==> src/hdl/bsv_pkg.sv <==
`timescale 1ns / 1ps
package bsv_pkg;

  localparam int VAL_W      = 32;
  localparam int REM_W      = 33;
  localparam int NUM_DIGITS = 10;
  localparam int DIG_IDX_W  = 4;
  localparam int DEF_MAX_DECIMALS = 4;

  localparam logic [2:0] OP_PRESS   = 3'd0;
  localparam logic [2:0] OP_KEY_UP  = 3'd1;
  localparam logic [2:0] OP_KEY_DN  = 3'd2;
  localparam logic [2:0] OP_RELEASE = 3'd3;
  localparam logic [2:0] OP_SET     = 3'd4;
  localparam logic [2:0] OP_RENDER  = 3'd5;

  localparam logic [2:0] REG_MIN    = 3'd0;
  localparam logic [2:0] REG_MAX    = 3'd1;
  localparam logic [2:0] REG_STEP   = 3'd2;
  localparam logic [2:0] REG_WRAP   = 3'd3;
  localparam logic [2:0] REG_DEC    = 3'd4;
  localparam logic [2:0] REG_LEFT   = 3'd5;
  localparam logic [2:0] REG_RIGHT  = 3'd6;
  localparam logic [2:0] REG_HEIGHT = 3'd7;

  localparam logic [6:0] CHAR_ZERO  = 7'h30;
  localparam logic [6:0] CHAR_MINUS = 7'h2d;
  localparam logic [6:0] CHAR_POINT = 7'h2e;
  localparam logic [6:0] CHAR_NONE  = 7'h00;

  // multiply by this and drop 17 bits: exact divide by three up to 2^17
  localparam logic [16:0] THIRD_RECIP = 17'd43691;

endpackage

==> src/hdl/bsv_rem.sv <==
`timescale 1ns / 1ps
module bsv_rem (
  input  logic                      clk_i,
  input  logic                      rst_ni,
  input  logic                      start_i,
  input  logic [bsv_pkg::REM_W-1:0] dividend_i,
  input  logic [bsv_pkg::REM_W-1:0] divisor_i,
  output logic                      done_o,
  output logic [bsv_pkg::REM_W-1:0] rem_o
);
  import bsv_pkg::*;

  localparam int CNT_W = $clog2(REM_W + 1);

  logic             busy_q, busy_d;
  logic             done_q, done_d;
  logic [CNT_W-1:0] cnt_q, cnt_d;
  logic [REM_W-1:0] shf_q, shf_d;
  logic [REM_W-1:0] rem_q, rem_d;
  logic [REM_W-1:0] div_q, div_d;
  logic [REM_W:0]   trial;

  // restoring remainder, one dividend bit per cycle
  assign trial = {rem_q, shf_q[REM_W-1]};

  always_comb begin
    busy_d = busy_q;
    done_d = 1'b0;
    cnt_d  = cnt_q;
    shf_d  = shf_q;
    rem_d  = rem_q;
    div_d  = div_q;
    if (start_i) begin
      busy_d = 1'b1;
      cnt_d  = '0;
      shf_d  = dividend_i;
      rem_d  = '0;
      div_d  = divisor_i;
    end else if (busy_q) begin
      shf_d = {shf_q[REM_W-2:0], 1'b0};
      if (trial >= {1'b0, div_q}) begin
        rem_d = REM_W'(trial - {1'b0, div_q});
      end else begin
        rem_d = trial[REM_W-1:0];
      end
      cnt_d = cnt_q + 1'b1;
      if (cnt_q == CNT_W'(REM_W - 1)) begin
        busy_d = 1'b0;
        done_d = 1'b1;
      end
    end
  end

  always_ff @(posedge clk_i or negedge rst_ni) begin
    if (!rst_ni) begin
      busy_q <= 1'b0;
      done_q <= 1'b0;
      cnt_q  <= '0;
    end else begin
      busy_q <= busy_d;
      done_q <= done_d;
      cnt_q  <= cnt_d;
    end
  end

  always_ff @(posedge clk_i) begin
    shf_q <= shf_d;
    rem_q <= rem_d;
    div_q <= div_d;
  end

  assign done_o = done_q;
  assign rem_o  = rem_q;

endmodule

==> src/hdl/bounded_stepper_value_with_decimal_text.sv <==
`timescale 1ns / 1ps
// Channel  | handshake               | payload
// in       | in_valid_i / in_stall_o | opcode, touch_x, touch_valid, new_value
// out      | out_valid_o/ out_stall_i| char_code, last_char, status fields
// cfg      | cfg_valid_i/ cfg_ready_o| cfg_index_i, cfg_data_i
//
// A step that wraps adds a pass through the bit-serial remainder unit. A render
// runs the 32-step binary to BCD shift, then emits the characters and steps
// over each suppressed zero.
// Reset clears the registers to their defaults and the value to zero.
// One request is worked at a time; a finished result waits in the output
// register under stall while the next request is taken.
module bounded_stepper_value_with_decimal_text #(
  parameter int MAX_DECIMALS = bsv_pkg::DEF_MAX_DECIMALS
) (
  input  logic               clk_i,
  input  logic               rst_ni,
  input  logic               in_valid_i,
  output logic               in_stall_o,
  input  logic [2:0]         opcode_i,
  input  logic signed [15:0] touch_x_i,
  input  logic               touch_valid_i,
  input  logic signed [31:0] new_value_i,
  output logic               out_valid_o,
  input  logic               out_stall_i,
  output logic [6:0]         char_code_o,
  output logic               last_char_o,
  output logic signed [31:0] current_value_o,
  output logic               redraw_o,
  output logic               dec_disabled_o,
  output logic               inc_disabled_o,
  output logic               is_pressed_o,
  output logic signed [1:0]  side_o,
  input  logic               cfg_valid_i,
  output logic               cfg_ready_o,
  input  logic [2:0]         cfg_index_i,
  input  logic [31:0]        cfg_data_i
);
  import bsv_pkg::*;

  typedef enum logic [7:0] {
    S_IDLE  = 8'b0000_0001,
    S_CLAMP = 8'b0000_0010,
    S_ACT   = 8'b0000_0100,
    S_STEP  = 8'b0000_1000,
    S_DIV   = 8'b0001_0000,
    S_FIN   = 8'b0010_0000,
    S_EMIT  = 8'b0100_0000,
    S_TEXT  = 8'b1000_0000
  } state_e;
  // binary to BCD conversion runs inside S_FIN's successor, tracked by conv_q
  state_e state_q, state_d;

  // configuration registers
  logic signed [31:0] min_q, max_q;
  logic [30:0]        step_q;
  logic               wrap_q;
  logic [2:0]         dec_q;
  logic signed [15:0] left_q, right_q;
  logic [14:0]        height_q;

  // values derived from configuration, refreshed every cycle
  logic signed [31:0] lo_q, hi_q;
  logic [REM_W-1:0]   span_q;
  logic               wrap_ok_q;
  logic [14:0]        third_q;
  logic [DIG_IDX_W-1:0] dec_sat_q;

  // request and block state
  logic [2:0]         op_q;
  logic signed [15:0] tx_q;
  logic               tv_q;
  logic signed [31:0] nv_q;
  logic signed [31:0] old_v_q;
  logic               old_p_q;
  logic signed [1:0]  old_z_q;
  logic signed [31:0] value_q, value_d;
  logic               pressed_q, pressed_d;
  logic signed [1:0]  zone_q, zone_d;
  logic signed [1:0]  side_q, side_d;
  logic signed [33:0] sum_q, sum_d;
  logic               up_q, up_d;
  logic               redraw_q, redraw_d;

  // text generation
  logic                 conv_q, conv_d;
  logic [4:0]           cnt_q, cnt_d;
  logic [31:0]          bin_q, bin_d;
  logic [4*NUM_DIGITS-1:0] bcd_q, bcd_d, bcd_adj;
  logic [DIG_IDX_W-1:0] dig_q, dig_d;
  logic                 started_q, started_d;
  logic                 sign_q, sign_d;
  logic                 dot_q, dot_d;

  // output register
  logic               ov_q, ov_d;
  logic [6:0]         ch_q, ch_d;
  logic               last_q, last_d;
  logic signed [31:0] cv_q, cv_d;
  logic               rd_q, rd_d, dd_q, dd_d, id_q, id_d, pr_q, pr_d;
  logic signed [1:0]  sd_q, sd_d;

  logic               accept, out_free;
  logic               rem_start, rem_done;
  logic [REM_W-1:0]   rem_dividend, rem_val;

  logic signed [17:0] width_w, bw_w, lft_w, rgt_w, px_w;
  logic [33:0]        prod_w;
  logic [14:0]        bw_min, bw_u;
  logic signed [33:0] lo34, hi34, st34;
  logic signed [1:0]  zone_w;
  logic [3:0]         digit_w;

  assign accept      = in_valid_i && !in_stall_o;
  assign in_stall_o  = (state_q != S_IDLE);
  assign cfg_ready_o = 1'b1;
  assign out_free    = !ov_q || !out_stall_i;

  // width of a button zone: a third of the widget, capped by its height, at least one
  assign width_w = 18'(right_q) - 18'(left_q) + 18'sd1;
  assign prod_w  = {17'd0, width_w[16:0]} * {17'd0, THIRD_RECIP};
  assign bw_min  = (height_q < third_q) ? height_q : third_q;
  assign bw_u    = (bw_min == '0) ? 15'd1 : bw_min;
  assign bw_w    = $signed({3'b000, bw_u});
  assign lft_w   = 18'(left_q) + bw_w;
  assign rgt_w   = 18'(right_q) - bw_w + 18'sd1;
  assign px_w    = 18'(tx_q);
  assign zone_w  = !tv_q ? 2'sd0 : (px_w < lft_w) ? -2'sd1 : (px_w >= rgt_w) ? 2'sd1 : 2'sd0;

  assign lo34 = 34'(lo_q);
  assign hi34 = 34'(hi_q);
  assign st34 = (step_q == '0) ? 34'sd1 : $signed({3'b000, step_q});

  assign rem_dividend = (sum_q > hi34) ? REM_W'(sum_q - lo34) : REM_W'(hi34 - sum_q);
  assign digit_w      = bcd_q[{dig_q, 2'b00} +: 4];

  function automatic logic signed [31:0] clamp_fn(input logic signed [31:0] v,
                                                 input logic signed [31:0] lo,
                                                 input logic signed [31:0] hi);
    logic signed [31:0] r;
    r = v;
    if (v < lo) r = lo;
    else if (v > hi) r = hi;
    return r;
  endfunction

  // add three to every BCD digit of five or more before the shift
  always_comb begin
    for (int i = 0; i < NUM_DIGITS; i++) begin
      if (bcd_q[4*i +: 4] >= 4'd5) bcd_adj[4*i +: 4] = bcd_q[4*i +: 4] + 4'd3;
      else bcd_adj[4*i +: 4] = bcd_q[4*i +: 4];
    end
  end

  bsv_rem u_rem (
    .clk_i      (clk_i),
    .rst_ni     (rst_ni),
    .start_i    (rem_start),
    .dividend_i (rem_dividend),
    .divisor_i  (span_q),
    .done_o     (rem_done),
    .rem_o      (rem_val)
  );

  always_comb begin
    state_d   = state_q;
    value_d   = value_q;
    pressed_d = pressed_q;
    zone_d    = zone_q;
    side_d    = side_q;
    sum_d     = sum_q;
    up_d      = up_q;
    redraw_d  = redraw_q;
    conv_d    = conv_q;
    cnt_d     = cnt_q;
    bin_d     = bin_q;
    bcd_d     = bcd_q;
    dig_d     = dig_q;
    started_d = started_q;
    sign_d    = sign_q;
    dot_d     = dot_q;
    rem_start = 1'b0;
    ov_d   = ov_q && out_stall_i;
    ch_d   = ch_q;
    last_d = last_q;
    cv_d   = cv_q;
    rd_d   = rd_q;
    dd_d   = dd_q;
    id_d   = id_q;
    pr_d   = pr_q;
    sd_d   = sd_q;

    // load one result with the current status
    if (out_free && ((state_q == S_EMIT) || ((state_q == S_TEXT) && !conv_q &&
        (sign_q || dot_q || started_q || dig_q <= dec_sat_q || digit_w != 4'd0)))) begin
      ov_d = 1'b1;
      cv_d = value_q;
      rd_d = redraw_q;
      dd_d = !wrap_q && (value_q <= lo_q);
      id_d = !wrap_q && (value_q >= hi_q);
      pr_d = pressed_q;
      sd_d = zone_q;
      ch_d = CHAR_NONE;
      last_d = 1'b0;
      if (state_q == S_EMIT) begin
        last_d = 1'b1;
      end else if (sign_q) begin
        ch_d = CHAR_MINUS;
      end else if (dot_q) begin
        ch_d = CHAR_POINT;
      end else begin
        ch_d   = CHAR_ZERO + {3'b000, digit_w};
        last_d = (dig_q == '0);
      end
    end

    case (state_q)
      S_IDLE: begin
        if (accept) state_d = S_CLAMP;
      end
      S_CLAMP: begin
        value_d = clamp_fn(value_q, lo_q, hi_q);
        side_d  = zone_w;
        state_d = S_ACT;
      end
      S_ACT: begin
        state_d = S_FIN;
        case (op_q)
          OP_PRESS: begin
            zone_d = side_q;
            if (side_q != 2'sd0) begin
              pressed_d = 1'b1;
              sum_d = (side_q > 2'sd0) ? 34'(value_q) + st34 : 34'(value_q) - st34;
              state_d = S_STEP;
            end
          end
          OP_KEY_UP: begin
            sum_d = 34'(value_q) + st34;
            state_d = S_STEP;
          end
          OP_KEY_DN: begin
            sum_d = 34'(value_q) - st34;
            state_d = S_STEP;
          end
          OP_RELEASE: begin
            pressed_d = 1'b0;
            zone_d = 2'sd0;
          end
          OP_SET: value_d = clamp_fn(nv_q, lo_q, hi_q);
          default: ;
        endcase
      end
      S_STEP: begin
        if (wrap_ok_q && ((sum_q > hi34) || (sum_q < lo34))) begin
          rem_start = 1'b1;
          up_d    = (sum_q > hi34);
          state_d = S_DIV;
        end else begin
          if (sum_q > hi34) value_d = hi_q;
          else if (sum_q < lo34) value_d = lo_q;
          else value_d = sum_q[31:0];
          state_d = S_FIN;
        end
      end
      S_DIV: begin
        if (rem_done) begin
          if (up_q) value_d = 32'(34'(lo_q) + $signed({1'b0, rem_val}));
          else value_d = 32'(34'(hi_q) - $signed({1'b0, rem_val}));
          state_d = S_FIN;
        end
      end
      S_FIN: begin
        redraw_d = (value_q != old_v_q) || (pressed_q != old_p_q) || (zone_q != old_z_q);
        if (op_q == OP_RENDER) begin
          conv_d    = 1'b1;
          cnt_d     = '0;
          bin_d     = value_q[31] ? 32'(0 - value_q) : value_q;
          bcd_d     = '0;
          state_d   = S_TEXT;
        end else begin
          state_d = S_EMIT;
        end
      end
      S_EMIT: begin
        if (out_free) state_d = S_IDLE;
      end
      S_TEXT: begin
        if (conv_q) begin
          // shift one binary bit into the BCD digits
          bcd_d = {bcd_adj[4*NUM_DIGITS-2:0], bin_q[31]};
          bin_d = {bin_q[30:0], 1'b0};
          cnt_d = cnt_q + 1'b1;
          if (cnt_q == 5'd31) conv_d = 1'b0;
        end else if (sign_q) begin
          if (out_free) sign_d = 1'b0;
        end else if (dot_q) begin
          if (out_free) dot_d = 1'b0;
        end else if (!started_q && (dig_q > dec_sat_q) && (digit_w == 4'd0)) begin
          // drop a leading zero of the integer part
          dig_d = dig_q - 1'b1;
        end else if (out_free) begin
          started_d = 1'b1;
          if ((dig_q == dec_sat_q) && (dec_sat_q != '0)) dot_d = 1'b1;
          if (dig_q == '0) state_d = S_IDLE;
          else dig_d = dig_q - 1'b1;
        end
      end
      default: state_d = S_IDLE;
    endcase
  end

  always_ff @(posedge clk_i or negedge rst_ni) begin
    if (!rst_ni) begin
      state_q   <= S_IDLE;
      min_q     <= 32'sd0;
      max_q     <= 32'sd100;
      step_q    <= 31'd1;
      wrap_q    <= 1'b0;
      dec_q     <= 3'd0;
      left_q    <= 16'sd0;
      right_q   <= 16'sd0;
      height_q  <= 15'd1;
      value_q   <= 32'sd0;
      pressed_q <= 1'b0;
      zone_q    <= 2'sd0;
      conv_q    <= 1'b0;
      sign_q    <= 1'b0;
      dot_q     <= 1'b0;
      started_q <= 1'b0;
      ov_q      <= 1'b0;
    end else begin
      state_q   <= state_d;
      value_q   <= value_d;
      pressed_q <= pressed_d;
      zone_q    <= zone_d;
      conv_q    <= conv_d;
      ov_q      <= ov_d;
      if (state_q == S_FIN) begin
        sign_q    <= value_q[31];
        dot_q     <= 1'b0;
        started_q <= 1'b0;
      end else begin
        sign_q    <= sign_d;
        dot_q     <= dot_d;
        started_q <= started_d;
      end
      if (cfg_valid_i && cfg_ready_o) begin
        case (cfg_index_i)
          REG_MIN:    min_q    <= cfg_data_i;
          REG_MAX:    max_q    <= cfg_data_i;
          REG_STEP:   step_q   <= cfg_data_i[30:0];
          REG_WRAP:   wrap_q   <= cfg_data_i[0];
          REG_DEC:    dec_q    <= cfg_data_i[2:0];
          REG_LEFT:   left_q   <= cfg_data_i[15:0];
          REG_RIGHT:  right_q  <= cfg_data_i[15:0];
          REG_HEIGHT: height_q <= cfg_data_i[14:0];
          default: ;
        endcase
      end
    end
  end

  always_ff @(posedge clk_i) begin
    // bounds in order, span and zone width are registered from the configuration registers
    lo_q      <= (min_q < max_q) ? min_q : max_q;
    hi_q      <= (min_q < max_q) ? max_q : min_q;
    span_q    <= (min_q < max_q) ? REM_W'(33'(max_q) - 33'(min_q) + 33'sd1)
                                 : REM_W'(33'(min_q) - 33'(max_q) + 33'sd1);
    wrap_ok_q <= wrap_q && (min_q != max_q);
    third_q   <= (width_w > 18'sd0) ? prod_w[31:17] : 15'd0;
    dec_sat_q <= ({1'b0, dec_q} > DIG_IDX_W'(MAX_DECIMALS)) ? DIG_IDX_W'(MAX_DECIMALS)
                                                            : {1'b0, dec_q};
    if (accept) begin
      op_q    <= opcode_i;
      tx_q    <= touch_x_i;
      tv_q    <= touch_valid_i;
      nv_q    <= new_value_i;
      old_v_q <= value_q;
      old_p_q <= pressed_q;
      old_z_q <= zone_q;
    end
    side_q   <= side_d;
    sum_q    <= sum_d;
    up_q     <= up_d;
    redraw_q <= redraw_d;
    cnt_q    <= cnt_d;
    bin_q    <= bin_d;
    bcd_q    <= bcd_d;
    dig_q    <= (state_q == S_FIN) ? DIG_IDX_W'(NUM_DIGITS - 1) : dig_d;
    ch_q     <= ch_d;
    last_q   <= last_d;
    cv_q     <= cv_d;
    rd_q     <= rd_d;
    dd_q     <= dd_d;
    id_q     <= id_d;
    pr_q     <= pr_d;
    sd_q     <= sd_d;
  end

  assign out_valid_o     = ov_q;
  assign char_code_o     = ch_q;
  assign last_char_o     = last_q;
  assign current_value_o = cv_q;
  assign redraw_o        = rd_q;
  assign dec_disabled_o  = dd_q;
  assign inc_disabled_o  = id_q;
  assign is_pressed_o    = pr_q;
  assign side_o          = sd_q;

`ifndef ASSERT_OFF
  a_state_onehot: assert property (@(posedge clk_i) disable iff (!rst_ni) $onehot(state_q))
    else $error("state register not one-hot");
  a_accept_clamp: assert property (@(posedge clk_i) disable iff (!rst_ni)
    accept |=> state_q == S_CLAMP)
    else $error("accepted request did not start");
  a_zone_pressed: assert property (@(posedge clk_i) disable iff (!rst_ni)
    zone_q != 2'sd0 |-> pressed_q)
    else $error("active zone without press");
  a_side_code: assert property (@(posedge clk_i) disable iff (!rst_ni)
    out_valid_o |-> side_o != 2'b10)
    else $error("side out of range");
`endif

endmodule
==> config.mk <==
export PLATFORM = sky130hd
export DESIGN_NAME = bounded_stepper_value_with_decimal_text
export DESIGN_NICKNAME = d
export VERILOG_FILES = /design/src/hdl/bsv_pkg.sv /design/src/hdl/bsv_rem.sv /design/src/hdl/bounded_stepper_value_with_decimal_text.sv
export SDC_FILE = /design/constraint.sdc
export NUM_CORES = 2
export LEC_CHECK = 0
export ABC_CLOCK_PERIOD_IN_PS = 9480
export BUFFER_PORTS_ARGS = -buffer_cell sky130_fd_sc_hd__buf_2
export CORE_ASPECT_RATIO = 0.8
export CORE_MARGIN = 2
export CORE_UTILIZATION = 45
export DETAILED_ROUTE_END_ITERATION = 10
export GPL_ROUTABILITY_DRIVEN = 0
export PLACE_DENSITY_LB_ADDON = 0.15
export SYNTH_ARGS = -nofsm -noshare
export SYNTH_HDL_FRONTEND = slang
export SYNTH_SLANG_ARGS = --single-unit
==> constraint.sdc <==
create_clock -name clk_i -period 9.48 [get_ports clk_i]
set_input_delay 0 -clock clk_i [delete_from_list [all_inputs] [get_ports clk_i]]
set_output_delay 0 -clock clk_i [all_outputs]
set_load 0.005 [all_outputs]
==> results.ini <==
[synth]
synth.yosys.warnings = 0
synth_cell_types = 97
netlist_instances = 6128
seq_area_frac_synth_pct = 31.6
synth_fp_nets = 7126
synthArstFlopShare_pct = 30.3
ys_seq_elements = 667
syn-mean-instance-area_um2 = 9.02
synth_edf_count = 312
synth_ff_type = edfxtp_1
syn_area_mm2 = 0.0553

[outcome]
status = complete, no violations

[sta]
fmax_mhz = 115
finalCritPeriodShare_pct = 92.0
rsz0062_at_grt = false
hold_viol_final = 0
finalCriticalPeriod_ps = 8720
slew_violations = 0
fin_skew_ps = 39.0
setup_viol = 0
worst_pin_slew_ps = 1270
max-slew-margin-rel_pct = 15.0
fin_tns_setup_ps = 0

[floorplanning]
start_util_pct = 45.5
rows = 114
die_w_um = 396
io_pins = 141
die_h_um = 318
dieArea_mm2 = 0.126
core_mm2 = 0.121

[setup_path]
cpMostUsedCell = inv_1
crit_path_max_incr_delay_ps = 650
worstSetupStartpointType = flop
arrival_ps = 9310
crit_type = flop to flop
critPathMaxFanout = 4
required_ps = 10070
crit_buf_inv = 7
crit_path_end_kind = flop
slowest_stage = o31ai_1
critPathTopFamily = adder cells

[routing]
drt-total-wl_um = 178000
drt_iter0_drc = 4347
drc = 0
drtAntennaViolNets = 0
drt_first_pass_iters = 6
routed_via_density = 5.76
vias = 46100
post_drt_wl_per_cell_um = 22.2

[finish]
drive_above_1_share_pct = 7.00
fillers = 11400
most-common-layout-cells = ha_1, inv_1, nand2_1, o21ai_0, a21oi_1
final_common_cell = ha_1
seqCellArea_mm2 = 0.0175
fin_util_pct = 50.8
nets = 7303
area_growth_pct = 11.4
multiInputGateArea_mm2 = 0.0347

[cts]
cts_setup_buffers = 0
root_buffer = clkbuf_16
clock_latency_ps = 700
h-tree-depth = 3
cts_tree = yes
cts_made_buffers = 77
clk_path_buf_depth = 3
clk_pin_slew_ps = 60
cts_sinks = 667

[global_route]
grt_pass1_wl_um = 271000
track_usage_pct = 27.9
grt.overflow.total = 0
grt_max_degree = 105
grt_pass1_vias = 43900
antenna_found_initial = 4

[hold_path]
hp-class = primary input to flop

[placed_design]
dp_hpwl_um = 140000
io_buffers = 138

[flow_run]
maxCapViolations = 0

timing repair:
| action | 4_1_cts | 5_1_grt |
|---|---|---|
| endpoints found under the setup margin | 0 | 0 |
| hold buffers | 119 | 1 |
| resized for setup | 0 | 0 |
| endpoints found under the hold margin | 314 | 1 |
worst paths after layout:
path	startpoint	end	slack (ps)	cells after the start
worst max-delay path	left_q[1]	third_q[14]	760	34
worst min-delay path	touch_x_i[14]	tx_q[14]	30	2
worst max register to register	left_q[1]	third_q[14]	760	34
worst min register to register	span_q[0]	u_rem.div_q[0]	400	0
max in group asynchronous	rst_ni	min_q[3]	8090	4
min in group asynchronous	rst_ni	min_q[29]	520	4
cell families after synthesis:
kind of cell	count (synthesis)	synth area share, %
AOI/OAI and AO/OA	1669	18.8
and+or+nand+nor	1533	12.9
adders and majority gates	906	22.1
buffers and inverters	829	5.70
DFF	667	31.6
xor gates and xnor gates	360	5.70
muxes	162	3.24
other	2	0.0136
registers in the layout, indices dropped and copies added, names as in the netlist, 16 cells and up:
| register | count |
|---|---|
| bin_q | 32 |
| hi_q | 32 |
| sum_q | 33 |
| u_rem.rem_o | 33 |
| tx_q | 16 |
| bcd_q | 40 |
| step_q | 31 |
| u_rem.shf_q | 33 |
| value_q | 32 |
| lo_q | 32 |
| max_q | 32 |
| old_v_q | 32 |
| nv_q | 32 |
| left_q | 16 |
| right_q | 16 |
| min_q | 32 |
| span_q | 33 |
| current_value_o | 32 |
| u_rem.div_q | 33 |
stage by stage:
step,cells,worst slack (ps),hold WS [ps],cell area [um2]
2_1_floorplan,6128,1610,-296,55300
3_3_place_gp,7730,959,72.6,57700
3_5_place_dp,7730,802,81.2,57700
4_1_cts,7990,733,0.916,61600
5_1_grt,7991,129,22.0,61600
6_report,7994,759,30.9,61600
synth_stat cells (30+ instances only):
cell type	number	area [um2]
mux2_2	53	597
inv_1	599	2250
and2_1	30	188
a211oi_1	108	811
o21ai_0	508	2540
o211ai_1	44	330
mux2i_1	97	971
clkbuf_1	203	762
nand4_1	65	407
dfrtp_1	196	4900
nand2b_1	77	482
a31oi_1	46	288
dfxtp_1	153	3060
ha_1	790	9880
nand3_1	70	350
xnor2_1	207	1810
a221oi_1	35	307
edfxtp_1	312	9370
fa_1	116	2320
o21bai_1	46	345
a21o_1	165	1240
nor2_1	431	1620
o21a_1	37	278
nor4_1	47	294
nor2b_1	57	357
xor2_1	153	1340
a21oi_1	445	2230
nand2_1	542	2030
nor3_1	87	435
per-layer routing:
metal	track usage, %	vias up	wire length (um)
met2	42.6	1583	77200
li1	-	22200	-
met4	6.26	0	4030
met1	41.2	22100	84400
met5	0	-	0
met3	4.38	238	12100
cell type report:
class / instances / area share [%]
diodes: 3 / 0.0122
clock buffers: 103 / 3.47
clock inverters: 38 / 0.859
inverters: 601 / 3.66
multi-input cells: 4632 / 56.4
flip-flops and latches: 667 / 28.4
well taps: 1624 / 3.30
repair buffers: 326 / 3.94
Power is left out: the tool's default activity adds up to more than one toggle a clock period on the data nets, which glitch-free logic cannot reach.
